$ cat config.mk
export PLATFORM = sky130hd
export DESIGN_NAME = mbt_count_ram
export DESIGN_NICKNAME = d
export VERILOG_FILES = /design/src/mbt_pkg.sv /design/src/mbt_count_ram.sv
export SDC_FILE = /design/constraint.sdc
export NUM_CORES = 1
export LEC_CHECK = 0
export BUFFER_PORTS_ARGS = -buffer_cell sky130_fd_sc_hd__buf_2
export CORE_ASPECT_RATIO = 0.9
export CORE_MARGIN = 2
export CORE_UTILIZATION = 59
export CTS_BUF_LIST = sky130_fd_sc_hd__clkbuf_16
export DETAILED_ROUTE_END_ITERATION = 10
export PLACE_DENSITY = 0.92
export SETUP_SLACK_MARGIN = 0.4
export SLEW_MARGIN = 10
export SYNTH_ARGS = -nofsm -noshare
export SYNTH_HDL_FRONTEND = slang
export SYNTH_SLANG_ARGS = --single-unit
$ cat constraint.sdc
create_clock -name clk -period 2.98 [get_ports clk]
set_clock_uncertainty 0.15 [all_clocks]
set_input_delay 0.894 -clock clk [delete_from_list [all_inputs] [get_ports clk]]
set_output_delay 0.894 -clock clk [all_outputs]
set_load 0.005 [all_outputs]
$ cat src/mbt_pkg.sv
// ----------------------------------------------------------------------------
// mbt_pkg - shared constants and codes for the multiset bag table
// Default sizes, port widths, operation codes and status codes.
// ----------------------------------------------------------------------------
package mbt_pkg;

  // default sizing of the table
  localparam int CAPACITY_PER_BAG_DEF = 128;
  localparam int NUM_BAGS_DEF         = 4;
  localparam int VALUE_WIDTH_DEF      = 32;

  // fixed port widths
  localparam int OP_W     = 3;
  localparam int VAL_IN_W = 32;
  localparam int BAG_IN_W = 2;
  localparam int OUT_W    = 8;
  localparam int STAT_W   = 2;

  typedef enum logic [OP_W-1:0] {
    OP_CLEAR  = 3'd0,
    OP_INSERT = 3'd1,
    OP_REMOVE = 3'd2,
    OP_COUNT  = 3'd3,
    OP_APPEND = 3'd4,
    OP_UNION  = 3'd5
  } op_t;

  typedef enum logic [STAT_W-1:0] {
    ST_OK        = 2'd0,
    ST_NOT_FOUND = 2'd1,
    ST_FULL      = 2'd2
  } status_t;

endpackage

$ cat src/mbt_count_ram.sv
// ----------------------------------------------------------------------------
// mbt_count_ram - per-bag fill counts
// One write and one registered read per cycle; a valid bit per bag makes an
// unwritten count read as zero straight after reset.
// ----------------------------------------------------------------------------
module mbt_count_ram #(
  parameter int CAPACITY_PER_BAG = mbt_pkg::CAPACITY_PER_BAG_DEF,
  parameter int NUM_BAGS         = mbt_pkg::NUM_BAGS_DEF,
  localparam int CNT_W = $clog2(CAPACITY_PER_BAG + 1),
  localparam int BAG_W = (NUM_BAGS > 1) ? $clog2(NUM_BAGS) : 1
) (
  input  logic             clk,
  input  logic             rst,
  input  logic             we,
  input  logic [BAG_W-1:0] waddr,
  input  logic [CNT_W-1:0] wdata,
  input  logic [BAG_W-1:0] raddr,
  output logic [CNT_W-1:0] rdata
);

  logic [CNT_W-1:0]    mem [NUM_BAGS];
  logic [NUM_BAGS-1:0] valid;
  logic [CNT_W-1:0]    rd_q;
  logic                rd_valid;

  always_ff @(posedge clk) begin
    if (we) begin
      mem[waddr] <= wdata;
    end
    rd_q <= mem[raddr];
  end

  always_ff @(posedge clk) begin
    if (rst) begin
      valid    <= '0;
      rd_valid <= 1'b0;
    end else begin
      if (we) begin
        valid[waddr] <= 1'b1;
      end
      rd_valid <= valid[raddr];
    end
  end

  assign rdata = rd_valid ? rd_q : '0;

endmodule

==> results.yml <==
setup_path:
  cp_data_required_time_ns: 1.94
  path_cells: "and2_1 > buf_2"
  r2r_cells: 1
  reg2reg_from: "mem[1][2]$_DFFE_PP_"
  arrival_ns: 0.99
  worstSetupPathType: "flip-flop to primary output"
  startpoint_type: "flip-flop"
  cp_num_buf_inv: 1
  setup.worst_path.end_class: "primary output"
  r2r_slack_ns: 1.80
  worst_r2r_endpoint: "rd_q[2]$_DFF_P_"
  crit_slowest_cell: "dfxtp_1"
  crit_path_max_fanout: 8
  critPathTopFamily: "flip-flops"
  slowest_delay_ns: 0.45
yosys:
  syn-num-nets: 91
  yosys.area_share.xor_xnor_pct: 0
  synth_edf_count: 32
  synth_top_family_by_area: "multiplexers"
  yosys_warnings: 0
  synth_top_area_share_pct: 59.81
  yosysTopAreaCell: "edfxtp_1"
  synthSimpleGateAreaFrac_pct: 6.075
  synth_common_cells: "32 x edfxtp_1, 13 x dfxtp_1, 8 x and2_1, 8 x mux4_1"
  ys_async_sr_fraction_pct: 0
  synth.most_common_cell: "edfxtp_1"
  avgSynthCellArea_um2: 21.14
  ys_ff_latch: 45
  synthDistinctLibCells: 17
  synth_area_leaders: "edfxtp_1 60%, dfxtp_1 16%, mux4_1 13%"
  syn_area_um2: 1607
  ys_seq_area_share_pct: 76.01
  syn_inst: 76
  synth_mux_area_share_pct: 14.49
  synth_compound_area_share_pct: 1.947
  ys.flop_type: "edfxtp_1"
  yosys.area_share.adder_pct: 0
sta:
  hold_viol: 0
  final.setup.worst_slack_ns: 0.9424
  setup_viol: 0
  fin_crit_ns: 2.038
  rsz0062_at_grt: "false"
  relSlewSlack_pct: 69.33
  finalMaxSlewViolations: 0
  finalCritPeriodShare_pct: 68.38
  fin_tns_setup_ns: 0
  fmax_mhz: 490.8
  worst_slew_pin_slew_ns: 0.4600
run_status:
  outcome: "finished, final reports clean"
floorplanning:
  fp-row-count: 17
  fp.dieH_um: 53.51
  die-area_um2: 3157
  start_util_pct: 64.01
  core_area_um2: 2510
  die_width_um: 59.01
  num_io_pins: 23
placement:
  io_buffers: 22
  dp_cells: 125
  postPlaceCellArea_um2: 1743
  gp_congestion: 0.6636
  dp_slack_ns: 0.8523
clock_tree:
  cts.reportedPaths.clkPinSlew_ns: 0.05
  clk_latency_ns: 0.27
  postCtsSetupRepairBufs: 0
  cts_max_level: 2
  cts_tree: "built"
  cts_buffers: 5
  cts.hold.buffers_added: 0
  cts.repair.resized: 0
  cts_max_path_buffers: 2
  cts-root-buf: "clkbuf_16"
  cts_sinks: 45
finish:
  antenna_cells: 0
  syn_to_final_growth_pct: 16.74
  final_area_um2: 1876
  nets: 119
  utilization_pct: 74.73
  drive_above_1_share_pct: 30.77
  final_cells: 132
  fillCellCount: 143
grt:
  grt_pass1_wl_um: 3567
  gr-total-overflow: 0
  grt_use_total_pct: 17.52
  grt_pass1_vias: 740
  grt_max_degree: 13
  grt_util_met1_pct: 19.43
  grt_util_met2_pct: 31.11
  gr-max-usage-layer: "met2"
  use_met3_pct: 6.846
  antenna_found_initial: 0
job:
  maxCapViolations: 0
drt:
  wirelength_um: 2377
  route.vias.total: 760
  drcViolationCount: 0
  drtIter0Drc: 17
  viasPerCell: 5.758
  postRouteAntennaNets: 0
  wire_per_inst_um: 18.01
  firstDrtPassIters: 5
power:
  p_leak_nw: 0.7296
  p_per_area_nw_per_um2: 675.0
  vdd.ir_drop.worst_mv: 0.4246
hold_path:
  min_path_cells: 2
  holdPathEnd: "valid[2]$_SDFFE_PP0P_"
  hold_start: "valid[2]$_SDFFE_PP0P_"
  hold_class: "flip-flop to flip-flop"
## area by class of cell
type | count | area (µm²) | area share (%)
inverters | 2 | 7.507 | 0.4003
multi-input cells | 27 | 361.6 | 19.28
flip-flops and latches | 45 | 1221 | 65.11
clock buffers | 5 | 125.1 | 6.671
clock inverters | 2 | 7.507 | 0.4003
well taps | 28 | 35.03 | 1.868
repair buffers | 23 | 117.6 | 6.271
## per-layer routing
metal | part of all wire, % | vias up | wire length (µm)
li1 | - | 356 | -
met1 | 39 | 378 | 926
met2 | 56 | 21 | 1321
met3 | 4.5 | 5 | 106
met4 | 0.97 | 0 | 23
met5 | 0 | - | 0
## placed cells by master (no fill, tap or decap)
cell type,n
nand3b_1,1
clkbuf_16,5
mux4_1,8
nor2_1,1
nor2b_4,1
dfxtp_1,13
a21oi_1,1
and3b_1,1
and2_1,8
o21ba_2,2
edfxtp_1,32
buf_2,22
clkinv_1,1
buf_4,1
a31oi_1,1
and3_1,1
mux4_2,1
inv_1,3
nor3b_1,1
## state kept, by name, indices dropped and copies added (netlist names)
name,cells
mem,32
rd_valid,1
rd_q,8
valid,4
## worst max-delay path by stage
stage	start	end	slack, ns	cells after the start
5_1_grt	rd_valid$_SDFF_PP0_	rdata[1]	0.87	2
3_5_place_dp	raddr[0]	rd_valid$_SDFF_PP0_	0.85	3
3_3_place_gp	raddr[0]	rd_valid$_SDFF_PP0_	0.91	3
6_report	rd_valid$_SDFF_PP0_	rdata[1]	0.94	2
2_1_floorplan	waddr[1]	mem[0][0]$_DFFE_PP_	0.82	1
4_1_cts	rd_valid$_SDFF_PP0_	rdata[1]	0.92	2
## cells by family after synthesis
kind of cell           count (synthesis)
DFF                                   45
and+or+nand+nor                       14
muxes                                  9
AOI/OAI and AO/OA                      4
buffers and inverters                  4
## where the power goes
group / leakage [nW] / switching (mW) / internal [mW] / total (mW)
clock: 0.0685 / 0.191 / 0.299 / 0.490
combinational: 0.259 / 0.0281 / 0.0314 / 0.0595
sequential: 0.402 / 0.00915 / 0.708 / 0.717
total: 0.730 / 0.228 / 1.04 / 1.27
## stage by stage
stage	hold WS, ns	power, mW
after global routing	0.3335	1.314
after floorplan	0.2662	0.7613
final	0.3099	1.266
after detailed placement	0.3067	0.7908
after CTS	0.3131	1.276
after global placement	0.2810	0.7833
Power figures use the tool's default switching activity.
