<file path="config.mk">
export PLATFORM = sky130hd
export DESIGN_NAME = mbt_ctrl
export DESIGN_NICKNAME = d
export VERILOG_FILES = /design/src/mbt_pkg.sv /design/src/mbt_ctrl.sv
export SDC_FILE = /design/constraint.sdc
export NUM_CORES = 1
export LEC_CHECK = 0
export BUFFER_PORTS_ARGS = -buffer_cell sky130_fd_sc_hd__buf_2
export CORE_UTILIZATION = 40
export DETAILED_ROUTE_END_ITERATION = 10
export PLACE_DENSITY = 0.65
export SETUP_SLACK_MARGIN = 0.05
export SKIP_CTS_REPAIR_TIMING = 1
export SLEW_MARGIN = 20
export SYNTH_ARGS = -nofsm -noshare
export SYNTH_HDL_FRONTEND = slang
export SYNTH_SLANG_ARGS = --single-unit
export TNS_END_PERCENT = 30
</file>
<file path="constraint.sdc">
create_clock -name clk -period 10.8 [get_ports clk]
set_input_delay 1.62 -clock clk [delete_from_list [all_inputs] [get_ports clk]]
set_output_delay 1.62 -clock clk [all_outputs]
set_load 0.02 [all_outputs]
</file>
<file path="src/mbt_pkg.sv">
// ----------------------------------------------------------------------------
// mbt_pkg - shared constants and codes for the multiset bag table
// Default sizes, port widths, operation codes and status codes.
// ----------------------------------------------------------------------------
package mbt_pkg;

  // default sizing of the table
  localparam int CAPACITY_PER_BAG_DEF = 128;
  localparam int NUM_BAGS_DEF         = 4;
  localparam int VALUE_WIDTH_DEF      = 32;

  // fixed port widths
  localparam int OP_W     = 3;
  localparam int VAL_IN_W = 32;
  localparam int BAG_IN_W = 2;
  localparam int OUT_W    = 8;
  localparam int STAT_W   = 2;

  typedef enum logic [OP_W-1:0] {
    OP_CLEAR  = 3'd0,
    OP_INSERT = 3'd1,
    OP_REMOVE = 3'd2,
    OP_COUNT  = 3'd3,
    OP_APPEND = 3'd4,
    OP_UNION  = 3'd5
  } op_t;

  typedef enum logic [STAT_W-1:0] {
    ST_OK        = 2'd0,
    ST_NOT_FOUND = 2'd1,
    ST_FULL      = 2'd2
  } status_t;

endpackage

</file>
<file path="src/mbt_ctrl.sv">
// ----------------------------------------------------------------------------
// mbt_ctrl - operation sequencer
// Reads the fill counts, then walks, patches or copies bag entries through
// the entry RAM and, for an operation that changes a bag, writes its new fill count back.
// ----------------------------------------------------------------------------
module mbt_ctrl #(
  parameter int CAPACITY_PER_BAG = mbt_pkg::CAPACITY_PER_BAG_DEF,
  parameter int NUM_BAGS         = mbt_pkg::NUM_BAGS_DEF,
  parameter int VALUE_WIDTH      = mbt_pkg::VALUE_WIDTH_DEF,
  localparam int SLOT_W = $clog2(CAPACITY_PER_BAG),
  localparam int CNT_W  = $clog2(CAPACITY_PER_BAG + 1),
  localparam int BAG_W  = (NUM_BAGS > 1) ? $clog2(NUM_BAGS) : 1,
  localparam int ADDR_W = BAG_W + SLOT_W
) (
  input  logic                          clk,
  input  logic                          rst,
  input  logic                          start,
  input  logic [mbt_pkg::OP_W-1:0]      operation,
  input  logic [mbt_pkg::VAL_IN_W-1:0]  value,
  input  logic [mbt_pkg::BAG_IN_W-1:0]  bag,
  input  logic [mbt_pkg::BAG_IN_W-1:0]  first_source,
  input  logic [mbt_pkg::BAG_IN_W-1:0]  second_source,
  output logic                          busy,
  output logic                          done,
  output logic [mbt_pkg::OUT_W-1:0]     occurrence_count,
  output logic [mbt_pkg::OUT_W-1:0]     bag_size,
  output logic [mbt_pkg::STAT_W-1:0]    status,
  // fill count RAM
  output logic [BAG_W-1:0]              cnt_raddr,
  input  logic [CNT_W-1:0]              cnt_rdata,
  output logic                          cnt_we,
  output logic [BAG_W-1:0]              cnt_waddr,
  output logic [CNT_W-1:0]              cnt_wdata,
  // entry RAM
  output logic [ADDR_W-1:0]             ent_raddr,
  input  logic [VALUE_WIDTH-1:0]        ent_rdata,
  output logic                          ent_we,
  output logic [ADDR_W-1:0]             ent_waddr,
  output logic [VALUE_WIDTH-1:0]        ent_wdata
);

  import mbt_pkg::*;

  typedef enum logic [10:0] {
    S_IDLE   = 11'b000_0000_0001,
    S_RD_DST = 11'b000_0000_0010,
    S_RD_S1  = 11'b000_0000_0100,
    S_RD_S2  = 11'b000_0000_1000,
    S_RD_END = 11'b000_0001_0000,
    S_DISP   = 11'b000_0010_0000,
    S_SCAN   = 11'b000_0100_0000,
    S_RM_RD  = 11'b000_1000_0000,
    S_RM_WR  = 11'b001_0000_0000,
    S_COPY   = 11'b010_0000_0000,
    S_FIN    = 11'b100_0000_0000
  } state_t;

  // reduce a bag field modulo the number of bags
  function automatic logic [BAG_W-1:0] bag_fold(input logic [BAG_IN_W-1:0] field);
    logic [BAG_IN_W:0] v;
    v = {1'b0, field};
    for (int k = 0; k < 3; k++) begin
      if (int'(v) >= NUM_BAGS) begin
        v = v - (BAG_IN_W + 1)'(NUM_BAGS);
      end
    end
    return BAG_W'(v);
  endfunction

  state_t           state;
  op_t              op_q;
  logic [VALUE_WIDTH-1:0] val_q;
  logic [BAG_W-1:0] dst_q, s1_q, s2_q;
  logic [CNT_W-1:0] n_q, m1_q, m2_q;
  logic [CNT_W-1:0] match_q;
  // walker
  logic [BAG_W-1:0]  src_q;
  logic [SLOT_W-1:0] ptr_q;
  logic [CNT_W-1:0]  rem_q;
  logic [CNT_W-1:0]  off_q;
  logic              bwd_q;
  logic              pend_q;
  logic [SLOT_W-1:0] rslot_q;
  logic [SLOT_W-1:0] fslot_q;
  // second copy phase of a union
  logic              ph2_act_q;
  logic [BAG_W-1:0]  ph2_src_q;
  logic [CNT_W-1:0]  ph2_len_q;
  logic [CNT_W-1:0]  ph2_off_q;
  // result being committed
  logic              fin_wr_q;
  logic [CNT_W-1:0]  fin_size_q;
  status_t           fin_stat_q;

  logic [CNT_W:0] sum_append;
  logic [CNT_W:0] sum_union;
  logic           issue;
  logic           hit;

  assign busy = !state[0];

  assign sum_append = {1'b0, n_q} + {1'b0, m1_q};
  assign sum_union  = {1'b0, m1_q} + {1'b0, m2_q};
  assign issue      = (state == S_SCAN || state == S_COPY) && (rem_q != '0);
  assign hit        = pend_q && (ent_rdata == val_q);

  // RAM port steering
  always_comb begin
    case (state)
      S_RD_DST: cnt_raddr = dst_q;
      S_RD_S1:  cnt_raddr = s1_q;
      S_RD_S2:  cnt_raddr = s2_q;
      default:  cnt_raddr = dst_q;
    endcase
    cnt_we    = (state == S_FIN) && fin_wr_q;
    cnt_waddr = dst_q;
    cnt_wdata = fin_size_q;

    if (state == S_RM_RD) begin
      ent_raddr = {dst_q, SLOT_W'(n_q - 1'b1)};
    end else begin
      ent_raddr = {src_q, ptr_q};
    end

    ent_we    = 1'b0;
    ent_waddr = {dst_q, SLOT_W'(n_q)};
    ent_wdata = val_q;
    case (state)
      S_DISP: begin
        ent_we = (op_q == OP_INSERT) && (n_q < CNT_W'(CAPACITY_PER_BAG));
      end
      S_RM_WR: begin
        ent_we    = 1'b1;
        ent_waddr = {dst_q, fslot_q};
        ent_wdata = ent_rdata;
      end
      S_COPY: begin
        ent_we    = pend_q;
        ent_waddr = {dst_q, SLOT_W'(off_q + CNT_W'(rslot_q))};
        ent_wdata = ent_rdata;
      end
      default: ;
    endcase
  end

  always_ff @(posedge clk) begin
    if (rst) begin
      state <= S_IDLE;
      done  <= 1'b0;
    end else begin
      done <= 1'b0;

      // walker read issue, shared by scan and copy
      if (issue) begin
        ptr_q   <= bwd_q ? ptr_q - 1'b1 : ptr_q + 1'b1;
        rem_q   <= rem_q - 1'b1;
        rslot_q <= ptr_q;
        pend_q  <= 1'b1;
      end else begin
        pend_q <= 1'b0;
      end

      case (state)
        S_IDLE: begin
          if (start) begin
            op_q  <= op_t'(operation);
            val_q <= VALUE_WIDTH'(value);
            dst_q <= bag_fold(bag);
            s1_q  <= bag_fold(first_source);
            s2_q  <= bag_fold(second_source);
            state <= S_RD_DST;
          end
        end
        S_RD_DST: state <= S_RD_S1;
        S_RD_S1: begin
          n_q   <= cnt_rdata;
          state <= S_RD_S2;
        end
        S_RD_S2: begin
          m1_q  <= cnt_rdata;
          state <= S_RD_END;
        end
        S_RD_END: begin
          m2_q  <= cnt_rdata;
          state <= S_DISP;
        end
        S_DISP: begin
          match_q    <= '0;
          fin_wr_q   <= 1'b0;
          fin_stat_q <= ST_OK;
          fin_size_q <= n_q;
          ph2_act_q  <= 1'b0;
          bwd_q      <= 1'b0;
          ptr_q      <= '0;
          state      <= S_FIN;
          case (op_q)
            OP_CLEAR: begin
              fin_wr_q   <= 1'b1;
              fin_size_q <= '0;
            end
            OP_INSERT: begin
              if (n_q >= CNT_W'(CAPACITY_PER_BAG)) begin
                fin_stat_q <= ST_FULL;
              end else begin
                fin_wr_q   <= 1'b1;
                fin_size_q <= n_q + 1'b1;
              end
            end
            OP_REMOVE, OP_COUNT: begin
              src_q <= dst_q;
              rem_q <= n_q;
              state <= S_SCAN;
            end
            OP_APPEND: begin
              if (sum_append > (CNT_W + 1)'(CAPACITY_PER_BAG)) begin
                fin_stat_q <= ST_FULL;
              end else begin
                fin_wr_q   <= 1'b1;
                fin_size_q <= CNT_W'(sum_append);
                src_q      <= s1_q;
                rem_q      <= m1_q;
                off_q      <= n_q;
                state      <= S_COPY;
              end
            end
            OP_UNION: begin
              if (sum_union > (CNT_W + 1)'(CAPACITY_PER_BAG)) begin
                fin_stat_q <= ST_FULL;
              end else begin
                fin_wr_q   <= 1'b1;
                fin_size_q <= CNT_W'(sum_union);
                ph2_act_q  <= 1'b1;
                state      <= S_COPY;
                if (dst_q == s2_q && dst_q != s1_q) begin
                  // shift the old destination up first, top entry first
                  src_q     <= dst_q;
                  ptr_q     <= SLOT_W'(m2_q - 1'b1);
                  rem_q     <= m2_q;
                  off_q     <= m1_q;
                  bwd_q     <= 1'b1;
                  ph2_src_q <= s1_q;
                  ph2_len_q <= m1_q;
                  ph2_off_q <= '0;
                end else begin
                  src_q     <= s1_q;
                  rem_q     <= m1_q;
                  off_q     <= '0;
                  ph2_src_q <= s2_q;
                  ph2_len_q <= m2_q;
                  ph2_off_q <= m1_q;
                end
              end
            end
            default: ;
          endcase
        end
        S_SCAN: begin
          if (hit) begin
            if (op_q == OP_REMOVE) begin
              fslot_q <= rslot_q;
              state   <= S_RM_RD;
            end else begin
              match_q <= match_q + 1'b1;
            end
          end else if (rem_q == '0 && !pend_q) begin
            if (op_q == OP_REMOVE) begin
              fin_stat_q <= ST_NOT_FOUND;
            end
            state <= S_FIN;
          end
        end
        S_RM_RD: state <= S_RM_WR;
        S_RM_WR: begin
          fin_wr_q   <= 1'b1;
          fin_size_q <= n_q - 1'b1;
          state      <= S_FIN;
        end
        S_COPY: begin
          if (rem_q == '0 && !pend_q) begin
            if (ph2_act_q) begin
              src_q     <= ph2_src_q;
              ptr_q     <= '0;
              rem_q     <= ph2_len_q;
              off_q     <= ph2_off_q;
              bwd_q     <= 1'b0;
              ph2_act_q <= 1'b0;
            end else begin
              state <= S_FIN;
            end
          end
        end
        S_FIN: begin
          done             <= 1'b1;
          occurrence_count <= OUT_W'(match_q);
          bag_size         <= OUT_W'(fin_size_q);
          status           <= fin_stat_q;
          state            <= S_IDLE;
        end
        default: state <= S_IDLE;
      endcase
    end
  end

  // no entry or count writes while idle
  a_idle_quiet: assert property (@(posedge clk) disable iff (rst)
    !busy |-> (!ent_we && !cnt_we))
    else $error("RAM write while idle");

  // an accepted beat cannot complete in the very next cycle
  a_no_early_done: assert property (@(posedge clk) disable iff (rst)
    (start && !busy) |=> !done)
    else $error("result strobe right after accept");

  // entry writes stay inside a bag
  a_slot_range: assert property (@(posedge clk) disable iff (rst)
    ent_we |-> (int'(ent_waddr[SLOT_W-1:0]) < CAPACITY_PER_BAG))
    else $error("entry write beyond bag capacity");

  // not-found only comes from a remove
  a_nf_remove: assert property (@(posedge clk) disable iff (rst)
    (done && status == ST_NOT_FOUND) |-> (op_q == OP_REMOVE))
    else $error("not-found status on a non-remove operation");

  // fill count written back never exceeds capacity
  a_cnt_range: assert property (@(posedge clk) disable iff (rst)
    cnt_we |-> (int'(cnt_wdata) <= CAPACITY_PER_BAG))
    else $error("fill count above capacity");

endmodule

</file>
==> impl_metrics.py <==
metrics = {
    "outcome": {
        "status": "finished, final reports clean",
    },
    "drt": {
        "drc": 0,
        "wl_per_cell_um": 19.80,
        "dr.pass1.iters": 5,
        "first_iter_violations": 684,
        "viasPerCell": 5.592,
        "routed_wl_um": 27740,
        "ant_nets": 0,
        "vias": 7834,
    },
    "layout": {
        "fin_area_um2": 11750,
        "multi_input_area_um2": 4674,
        "fillers": 2280,
        "synthToLayoutAreaGrowth_pct": 17.75,
        "diodes": 0,
        "regArea_um2": 5045,
        "drive_above_1_share_pct": 24.88,
        "final_nets": 1188,
    },
    "synthesis": {
        "synth_flop_cell": "edfxtp_1",
        "synthTopCellsByCount": "160 x edfxtp_1, 72 x nor2_1, 69 x nand2_1",
        "syn_nets": 1035,
        "yosysTopAreaCellShare_pct": 48.14,
        "ys_ff_latch": 172,
        "syn_area_um2": 9980,
        "ys_types": 75,
        "synth_warnings": 0,
        "async_flop_share_pct": 0,
        "syn_avg_cell_area_um2": 10.95,
        "synthMostInstantiatedCell": "edfxtp_1",
        "ys_seq_area_share_pct": 50.55,
        "yosysTopAreaCell": "edfxtp_1",
        "synth_edf_count": 160,
        "synthCells": 911,
        "synth.area.top_cells": "edfxtp_1 48%, ha_1 4.5%, xor2_1 4.4%, mux2_2 4.2%, a21oi_1 2.9%",
    },
    "floorplan": {
        "core_area_um2": 24390,
        "initial_utilization_pct": 40.92,
        "ioPinCount": 168,
        "die_y_um": 160.0,
        "row_count": 57,
        "die-area_um2": 25580,
        "die_w_um": 160.0,
    },
    "critical_path": {
        "cp_max_fo": 26,
        "worstPathArrival_ps": 3370,
        "ff2ff_path_depth": 9,
        "crit_type": "reg2out",
        "r2r_setup_slack_ps": 6420,
        "critPathSlowestCell": "and2_1",
        "r2r-start": "m2_q[0]",
        "cpPeakStageDelay_ps": 830,
        "required_ps": 9180,
        "timing.rr.end": "ph2_len_q[1]",
        "critPathLaunchType": "register",
        "crit_chain": "or4_4 -> nor4_2 -> and2_1 -> a21oi_1 -> o31ai_1 -> buf_2",
        "endpoint_kind": "primary output",
    },
    "global_routing": {
        "gr-usage-met3_pct": 4.831,
        "grt_pass1_wl_um": 42640,
        "track_usage_pct": 22.04,
        "overflow": 0,
        "antenna_found_initial": 0,
        "grtUsageMet2_pct": 34.92,
        "busiest_layer": "met2",
        "grt_pass1_vias": 7523,
        "grt_use_met1_pct": 29.73,
        "grt_max_degree": 42,
    },
    "sta": {
        "fmax_mhz": 200.6,
        "tightest_slew_ps": 1079,
        "rsz0062_at_grt": "false",
        "tns_ps": 0,
        "finalSetupViolCount": 0,
        "skew_ps": 10.38,
        "whs_ps": 431.6,
        "fin_crit_ps": 4986,
        "finalCritPeriodShare_pct": 46.17,
        "finalHoldViolations": 0,
        "slew_headroom_pct": 27.91,
        "drv_slew": 0,
    },
    "hold_path": {
        "min_path_cells": 0,
        "hold_class": "reg2reg",
        "min_from": "fin_stat_q[1]",
        "min_delay_worst_endpoint": "status[1]",
    },
    "pwr": {
        "vdd_ir_drop_max_v": 0.00008018,
        "p_int_mw": 1.137,
        "total_power_mw": 1.532,
        "switchingPower_mw": 0.3943,
        "p_sw_share_pct": 25.74,
        "p_leak_nw": 4.482,
        "p_per_area_nw_per_um2": 130.3,
        "power_frac_comb_pct": 9.1,
        "pwr-share-seq_pct": 49.7,
        "power_frac_clock_pct": 41.2,
    },
    "clock_network": {
        "cts_root_buffer": "clkbuf_16",
        "clockBufferDepth": 2,
        "htree_levels": 4,
        "cts_tree": "done",
        "cts_buffers": 17,
        "clkTransAtPathRegs_ps": 70,
        "cts.sinks": 172,
        "clk_latency_ps": 440,
    },
    "placed_design": {
        "dp_hpwl_um": 20790,
        "gp_congestion": 0.9452,
        "portBuffers": 167,
        "place_area_um2": 11140,
    },
    "job": {
        "maxCapViolations": 0,
    },
}
-- cell type report --
cell class                 instances  area share [%]
clock inverter                    14           1.459
sequential                       172           42.93
clock buffer                      18           3.737
multi-input combinational        668           39.78
timing repair buffer             177           7.751
inverter                          28          0.8944
tap                              324           3.450
-- power groups by stage --
| stage | Combinational [mW] | Sequential [mW] | Clock [mW] |
|---|---|---|---|
| floorplan | 0.0907 | 0.769 | 0 |
| global placement | 0.136 | 0.775 | 0 |
| detailed placement | 0.139 | 0.775 | 0 |
| CTS | 0.139 | 0.760 | 0.644 |
| global route | 0.152 | 0.762 | 0.669 |
| finish | 0.140 | 0.761 | 0.631 |
-- cells in the final DEF (no fill, tap or decap), drive strengths merged, types with 20 or more instances in the layout --
cell type,instances
edfxtp,160
mux2,37
nand2,69
a21oi,57
buf,177
ha,36
nand3,29
nor3,20
o211ai,23
xor2,50
nor2,72
o21ai,43
xnor2,31
inv,35
-- state kept, by name (all words and copies together) (netlist names), 2 cells and up --
signal and flops:
ptr_q 7, val_q 32, match_q 8, s2_q 2, status 2, rem_q 8, ph2_len_q 8, m2_q 8
m1_q 8, s1_q 2, cnt_waddr 2, rslot_q 7, fin_stat_q 2, ph2_off_q 7, n_q 8, fslot_q 7
bag_size 8, src_q 2, cnt_wdata 8, off_q 7, state 11, ph2_src_q 2, op_q 3, occurrence_count 8
-- worst max-delay path: cells and delay by family, from the launching register on --
| kind | cells | cell delay, ps |
|---|---|---|
| AO/OA/AOI/OAI | 2 | 290 |
| buffers and inverters | 1 | 250 |
| flip-flops | 1 | 460 |
| AND/OR/NAND/NOR | 3 | 1920 |
-- layer usage --
metal,vias up,wire length (um),share of wire (%)
li1,3765,-,-
met1,3742,12260,44
met2,285,12970,47
met3,42,1941,7.0
met4,0,578,2.1
met5,-,0,0
-- logic make-up (layout without fill, tap and decap cells) --
group,Yosys count,after routing,share of synthesized area (%)
and+or+nand+nor,293,293,15.12
AOI/OAI and AO/OA,214,214,14.59
DFF,172,172,50.55
xor gates and xnor gates,81,81,7.109
buffers and inverters,71,237,2.833
adders and majority gates,40,40,5.316
muxes,40,40,4.476
-- stage by stage --
stage,util [%],std cells,setup slack (ps)
after floorplan,-,911,5271
after global placement,45.68,1369,6310
after detailed placement,45.68,1369,6261
after CTS,48.18,1401,5767
after global routing,48.18,1401,5553
final,48.18,1401,5814
-- worst max-delay path by stage --
stage | startpoint | end | slack [ps] | depth (start not counted)
3_3_place_gp | state[3] | ent_raddr[7] | 6310 | 5
2_1_floorplan | rst | cnt_waddr[0] | 5270 | 3
3_5_place_dp | state[3] | ent_raddr[7] | 6260 | 5
6_report | state[3] | ent_we | 5810 | 6
4_1_cts | state[3] | ent_raddr[7] | 5770 | 5
5_1_grt | state[3] | ent_we | 5550 | 6
(Power assumes the default switching activity.)
